File: config.mk
export PLATFORM = sky130hd
export DESIGN_NAME = rar_ctrl
export DESIGN_NICKNAME = d
export VERILOG_FILES = /design/src/design/rar_pkg.sv /design/src/design/rar_ctrl.sv
export VERILOG_INCLUDE_DIRS = /design/src /design/src/design
export SDC_FILE = /design/constraint.sdc
export NUM_CORES = 1
export LEC_CHECK = 0
export ABC_AREA = 1
export BUFFER_PORTS_ARGS = -buffer_cell sky130_fd_sc_hd__buf_2
export CAP_MARGIN = 40
export CORE_AREA = 2 2 39 41
export DETAILED_ROUTE_END_ITERATION = 16
export DIE_AREA = 0 0 41 43
export GPL_ROUTABILITY_DRIVEN = 0
export HOLD_SLACK_MARGIN = 0.08
export PLACE_DENSITY = 0.71
export REMOVE_ABC_BUFFERS = 1
export SYNTH_ARGS = -nofsm -noshare
export SYNTH_HDL_FRONTEND = slang
export SYNTH_SLANG_ARGS = --single-unit
File: constraint.sdc
create_clock -name clk -period 2.1 [get_ports clk]
set_clock_uncertainty 0.1 [all_clocks]
set_input_delay 0.21 -clock clk [delete_from_list [all_inputs] [get_ports clk]]
set_output_delay 0.21 -clock clk [all_outputs]
set_load 0.005 [all_outputs]
File: src/design/rational_arith_reduce_macros.svh
// Assertion macros shared by the rational reduction block.
`ifndef RATIONAL_ARITH_REDUCE_MACROS_SVH
`define RATIONAL_ARITH_REDUCE_MACROS_SVH

// Implication checked on every rising edge of clk, quiet during reset.
`define RAR_ASSERT(label, prop, msg) \
	label: assert property (@(posedge clk) disable iff (!arst_n) prop) else $error(msg);

// Condition that must never hold on a rising edge of clk.
`define RAR_NEVER(label, cond, msg) \
	label: assert property (@(posedge clk) disable iff (!arst_n) !(cond)) else $error(msg);

`endif

File: src/design/rar_pkg.sv
// Types, codes and helper functions for the rational reduction block.
`timescale 1ns / 1ps
`default_nettype none
package rar_pkg;

	localparam int WORD_BITS = 32;
	localparam int WIDE_W    = 2 * WORD_BITS;
	localparam int CNT_W     = $clog2(WIDE_W);
	localparam int NUM_W     = 64;
	localparam int DEN_W     = 63;
	localparam logic [CNT_W-1:0] DIV_LAST = CNT_W'(WIDE_W - 1);
	localparam logic [1:0] MUL_LAST = 2'd2;

	// Operation codes.
	localparam logic [1:0] KIND_ADD = 2'd0;
	localparam logic [1:0] KIND_SUB = 2'd1;
	localparam logic [1:0] KIND_MUL = 2'd2;
	localparam logic [1:0] KIND_DIV = 2'd3;

	// Result status codes.
	localparam logic [1:0] STAT_OK   = 2'd0;
	localparam logic [1:0] STAT_ZERO = 2'd1;
	localparam logic [1:0] STAT_OVF  = 2'd2;

	typedef struct packed {
		logic [1:0]  kind;
		logic [31:0] a_num;
		logic [31:0] a_den;
		logic [31:0] b_num;
		logic [31:0] b_den;
	} rar_in_t;

	typedef struct packed {
		logic [NUM_W-1:0] res_num;
		logic [DEN_W-1:0] res_den;
		logic [1:0]       status;
	} rar_out_t;

	typedef struct packed {
		logic                 neg;
		logic [WORD_BITS-1:0] mag;
	} rar_smag_t;

	typedef enum logic [2:0] {
		ST_IDLE,
		ST_MUL,
		ST_SUM,
		ST_GCD,
		ST_DIV,
		ST_FIN
	} rar_state_t;

	// Commands from the controller to the datapath.
	typedef struct packed {
		logic       load;
		logic       mul_en;
		logic [1:0] mul_sel;
		logic       sum_en;
		logic       gcd_en;
		logic       div_init;
		logic       div_en;
		logic       out_load;
	} rar_cmd_t;

	// Status from the datapath to the controller.
	typedef struct packed {
		logic stat_ok;
		logic gcd_done;
	} rar_sts_t;

	// Reads the low word as two's complement and splits it into sign and magnitude.
	function automatic rar_smag_t take_word(logic [31:0] raw);
		logic [WORD_BITS-1:0] v;
		rar_smag_t r;
		v = raw[WORD_BITS-1:0];
		r.neg = v[WORD_BITS-1];
		r.mag = v[WORD_BITS-1] ? WORD_BITS'(~v + WORD_BITS'(1)) : v;
		return r;
	endfunction

endpackage
`default_nettype wire

File: src/design/rar_ctrl.sv
// Controller: sequences the multiply, sum, gcd, divide and output steps of one item.
`timescale 1ns / 1ps
`default_nettype none
`include "rational_arith_reduce_macros.svh"
module rar_ctrl import rar_pkg::*; (
	input  wire logic     clk,
	input  wire logic     arst_n,
	input  wire logic     req_valid,
	output logic          req_stall,
	output logic          rsp_valid,
	input  wire logic     rsp_stall,
	input  wire rar_sts_t sts,
	output rar_cmd_t      cmd
);

	rar_state_t       state_q, state_nxt;
	logic [CNT_W-1:0] cnt_q;
	logic             rsp_valid_q;
	logic             accept, out_free;

	assign accept = req_valid && !req_stall;
	assign out_free = !rsp_valid_q || !rsp_stall;

	// Next state.
	always_comb begin
		state_nxt = state_q;
		unique case (state_q)
			ST_IDLE: if (accept) state_nxt = ST_MUL;
			ST_MUL:  if (cnt_q[1:0] == MUL_LAST) state_nxt = ST_SUM;
			ST_SUM:  state_nxt = ST_GCD;
			ST_GCD: begin
				if (!sts.stat_ok) state_nxt = ST_FIN;
				else if (sts.gcd_done) state_nxt = ST_DIV;
			end
			ST_DIV:  if (cnt_q == DIV_LAST) state_nxt = ST_FIN;
			ST_FIN:  if (out_free) state_nxt = ST_IDLE;
			default: state_nxt = ST_IDLE;
		endcase
	end

	// Command outputs.
	always_comb begin
		cmd = '0;
		cmd.mul_sel = cnt_q[1:0];
		unique case (state_q)
			ST_IDLE: cmd.load = accept;
			ST_MUL:  cmd.mul_en = 1'b1;
			ST_SUM:  cmd.sum_en = 1'b1;
			ST_GCD: begin
				cmd.gcd_en = sts.stat_ok;
				cmd.div_init = sts.stat_ok && sts.gcd_done;
			end
			ST_DIV:  cmd.div_en = 1'b1;
			ST_FIN:  cmd.out_load = out_free;
			default: cmd = '0;
		endcase
	end

	// State, step counter and output valid flag.
	always_ff @(posedge clk or negedge arst_n) begin
		if (!arst_n) begin
			state_q <= ST_IDLE;
			cnt_q <= '0;
			rsp_valid_q <= 1'b0;
		end else begin
			state_q <= state_nxt;
			if (state_nxt != state_q) begin
				cnt_q <= '0;
			end else begin
				cnt_q <= cnt_q + CNT_W'(1);
			end
			if (cmd.out_load) begin
				rsp_valid_q <= 1'b1;
			end else if (!rsp_stall) begin
				rsp_valid_q <= 1'b0;
			end
		end
	end

	assign req_stall = (state_q != ST_IDLE);
	assign rsp_valid = rsp_valid_q;

	`RAR_ASSERT(a_accept_starts, accept |=> (state_q == ST_MUL && cnt_q == '0), "item not started")
	`RAR_ASSERT(a_load_shows, cmd.out_load |=> rsp_valid, "loaded result not offered")
	`RAR_ASSERT(a_div_length, (state_q == ST_DIV && cnt_q == DIV_LAST) |=> state_q == ST_FIN, "division overran")
	`RAR_NEVER(a_gcd_wait, state_q == ST_GCD && sts.stat_ok && !sts.gcd_done && !cmd.gcd_en, "gcd stalled")

endmodule
`default_nettype wire

==> flow_summary.ini <==
[outcome]
status = complete, no violations

[sta]
whs_ps = 172
setup_tns_ps = 0
fin_crit_ps = 1550
rsz0062_at_grt = false
report.final.slew_viol_count = 0
period_share = 0.740
max_freq_ghz = 0.643
finalHoldViolations = 0
worst_slew_pin_slew_ps = 252
maxSlewHeadroom = 0.831
finalSetupViolCount = 0

[global_routing]
grt_util_all_layers = 0.161
grt_pass1_wl_um = 1860
globalRouteOverflowTotal = 0
grt_pass1_vias = 451
grt_max_degree = 11
grt_antenna_before_repair = 0

[clocking]
cts_inserted_buffers = 3
postCtsSetupBuffers = 0
clkLatencyLatePin_ps = 260
ctsLongestPathBuffers = 2
h-tree-depth = 1
cts.reportedPaths.clkPinSlew_ps = 70
cts.sink_count = 10
ctsResizeCount = 0
cts_hold_buf = 2
cts_tree = built
root_buffer = clkbuf_4

[cells_and_area]
final_cells = 110
syn_to_final_growth_pct = 25.8
antenna_cells = 0
layout-drive-gt1-share = 0.404
nets = 103

[power_and_ir_drop]
clockPowerShare = 0.157
power_switching_uw = 502
pwr-share-seq = 0.316
leakage_nw = 0.416
p_comb_frac = 0.527
power_density_nw_per_um2 = 1420
peakVddDrop_v = 0.000786
sw_frac_of_total = 0.464
finalPower_mw = 1.08
intPower_uw = 581

[logic_synthesis]
ys_ff_latch = 10
syn_area_per_cell_um2 = 8.43
synth_top_cell_by_area = dfrtp_1
synth_flop_cell = dfrtp_1
synth_most_common_cell = dfrtp_1
synth_cell_types = 21
synth_area_leaders = dfrtp_1 (41%), nor2_2 (8.2%), nand2_1 (5.6%), nor2_1 (4.9%), inv_1 (4.3%)
synth-async-reset-ratio = 1.00
synth_edf_count = 0
syn-cell-area_um2 = 607
synth_top_cell_area_share = 0.412
yosysSeqAreaShare = 0.412
synth_common_cells = dfrtp_1 (10), nand2_1 (9), nor2_1 (8), nor2_2 (8), inv_1 (7)
synthCells = 72
yosysWarnings = 0

[floorplan]
ios = 17
dieArea_um2 = 1760
die_y_um = 43
die_w_um = 41
initial_utilization = 0.439
std_cell_rows = 14
coreArea_um2 = 1380

[min_path]
min_path_type = primary input to flop

[setup_path]
path_buf_inv = 2
crit_chain = nand2_1 > nor2_1 > inv_1 > nor2_1 > buf_2
r2r_setup_slack_ps = 560
slowest_stage = dfrtp_1
required_ps = 1790
startpoint_type = flop
worst_ep_arrival_time_ps = 1240
cp_common_cell = nor2_1
critPathKind = flop to output pin
cp_max_fo = 7
critPathCaptureType = output pin
cpPeakStageDelay_ps = 480
crit_family = flip-flops

[placed_design]
io_buffers = 16
dp.cells = 104
dp_hpwl_um = 920

[detailed_routing]
ant_nets = 0
wire_per_inst_um = 10.6
drt-initial-drc-count = 9
drc = 0
wl_um = 1170
first_pass_iters = 2
vias = 525
viasPerCell = 4.77

[flow_run]
maxCapViolations = 0
per-stage QoR:
| step | setup WS (ps) | cell area [µm²] | utilization |
|---|---|---|---|
| final | 545 | 763 | 0.552 |
| after global routing | 415 | 763 | 0.552 |
| after detailed placement | 585 | 707 | 0.511 |
| after global placement | 654 | 707 | 0.511 |
| after floorplan | 698 | 607 | - |
| after CTS | 535 | 763 | 0.552 |
power by group through the flow:
| stage | sequential (mW) | clock (mW) | combinational, mW |
|---|---|---|---|
| floorplan | 0.329 | 0 | 0.417 |
| global placement | 0.341 | 0 | 0.556 |
| detailed placement | 0.341 | 0 | 0.575 |
| CTS | 0.340 | 0.178 | 0.581 |
| global route | 0.354 | 0.188 | 0.656 |
| finish | 0.342 | 0.170 | 0.571 |
placed cells by master, fill, tap and decap left out:
master / netlist / final
a21oi_1: 1 / 1
nor3_1: 1 / 1
nand2_2: 3 / 3
nand2_1: 9 / 9
o221ai_1: 1 / 1
inv_2: 3 / 3
o21ai_1: 2 / 2
nor2_1: 8 / 8
nand3_1: 5 / 5
a21boi_0: 1 / 1
o211ai_1: 2 / 2
dlygate4sd3_1: 0 / 2
clkbuf_8: 0 / 1
clkbuf_4: 0 / 3
inv_1: 7 / 7
dfrtp_1: 10 / 10
nand2_4: 2 / 2
buf_2: 0 / 16
xnor2_1: 1 / 1
nand3b_1: 1 / 1
o21ai_2: 1 / 1
nor2_4: 1 / 1
xor2_1: 3 / 3
ha_1: 2 / 2
nor2_2: 8 / 8
layer usage:
metal	routed length [µm]	global-route usage
met1	544	0.215
met2	581	0.241
met3	44	0.0419
met4	0	0.0600
met5	0	0
registers in the layout (all words and copies together), names as in the netlist:
signal     flops
cnt_q          6
rsp_valid      1
state_q        3
final timing paths:
kind,cells past startpoint,start,endpoint
worst max-delay path,5,state_q[1],cmd[3]
worst min-delay path,3,sts[0],state_q[2]
worst max register to register,8,cnt_q[0],cnt_q[4]
worst min register to register,2,rsp_valid,rsp_valid
max in group asynchronous,2,arst_n,cnt_q[3]
min in group asynchronous,2,arst_n,cnt_q[1]
cell families (layout without fill, tap and decap cells):
| logic type | after synthesis | count (layout) | share of synthesized area |
|---|---|---|---|
| adder cells (fa/ha/maj) | 2 | 2 | 0.0412 |
| buffers and inverters | 10 | 32 | 0.0619 |
| flip-flops | 10 | 10 | 0.412 |
| AO/OA/AOI/OAI | 8 | 8 | 0.0907 |
| AND/OR/NAND/NOR | 38 | 38 | 0.336 |
| XOR/XNOR | 4 | 4 | 0.0577 |
worst register-to-register path, cell delays in order, from the launching register on:
cell,delay [ps]
dfrtp_1,420
ha_1,240
nand3_1,160
nor2_4,50
nand2_4,50
nand2_2,50
o21ai_2,190
nand2_4,110
nor2_2,100
final cells by class:
cell class | instances | area [µm²]
clock buffers | 4 | 36.3
fillers | 118 | 621
inverters | 10 | 37.5
multi-input cells | 52 | 319
flip-flops and latches | 10 | 250
well taps | 16 | 20.0
repair buffers | 18 | 100
(Power assumes the default switching activity.)
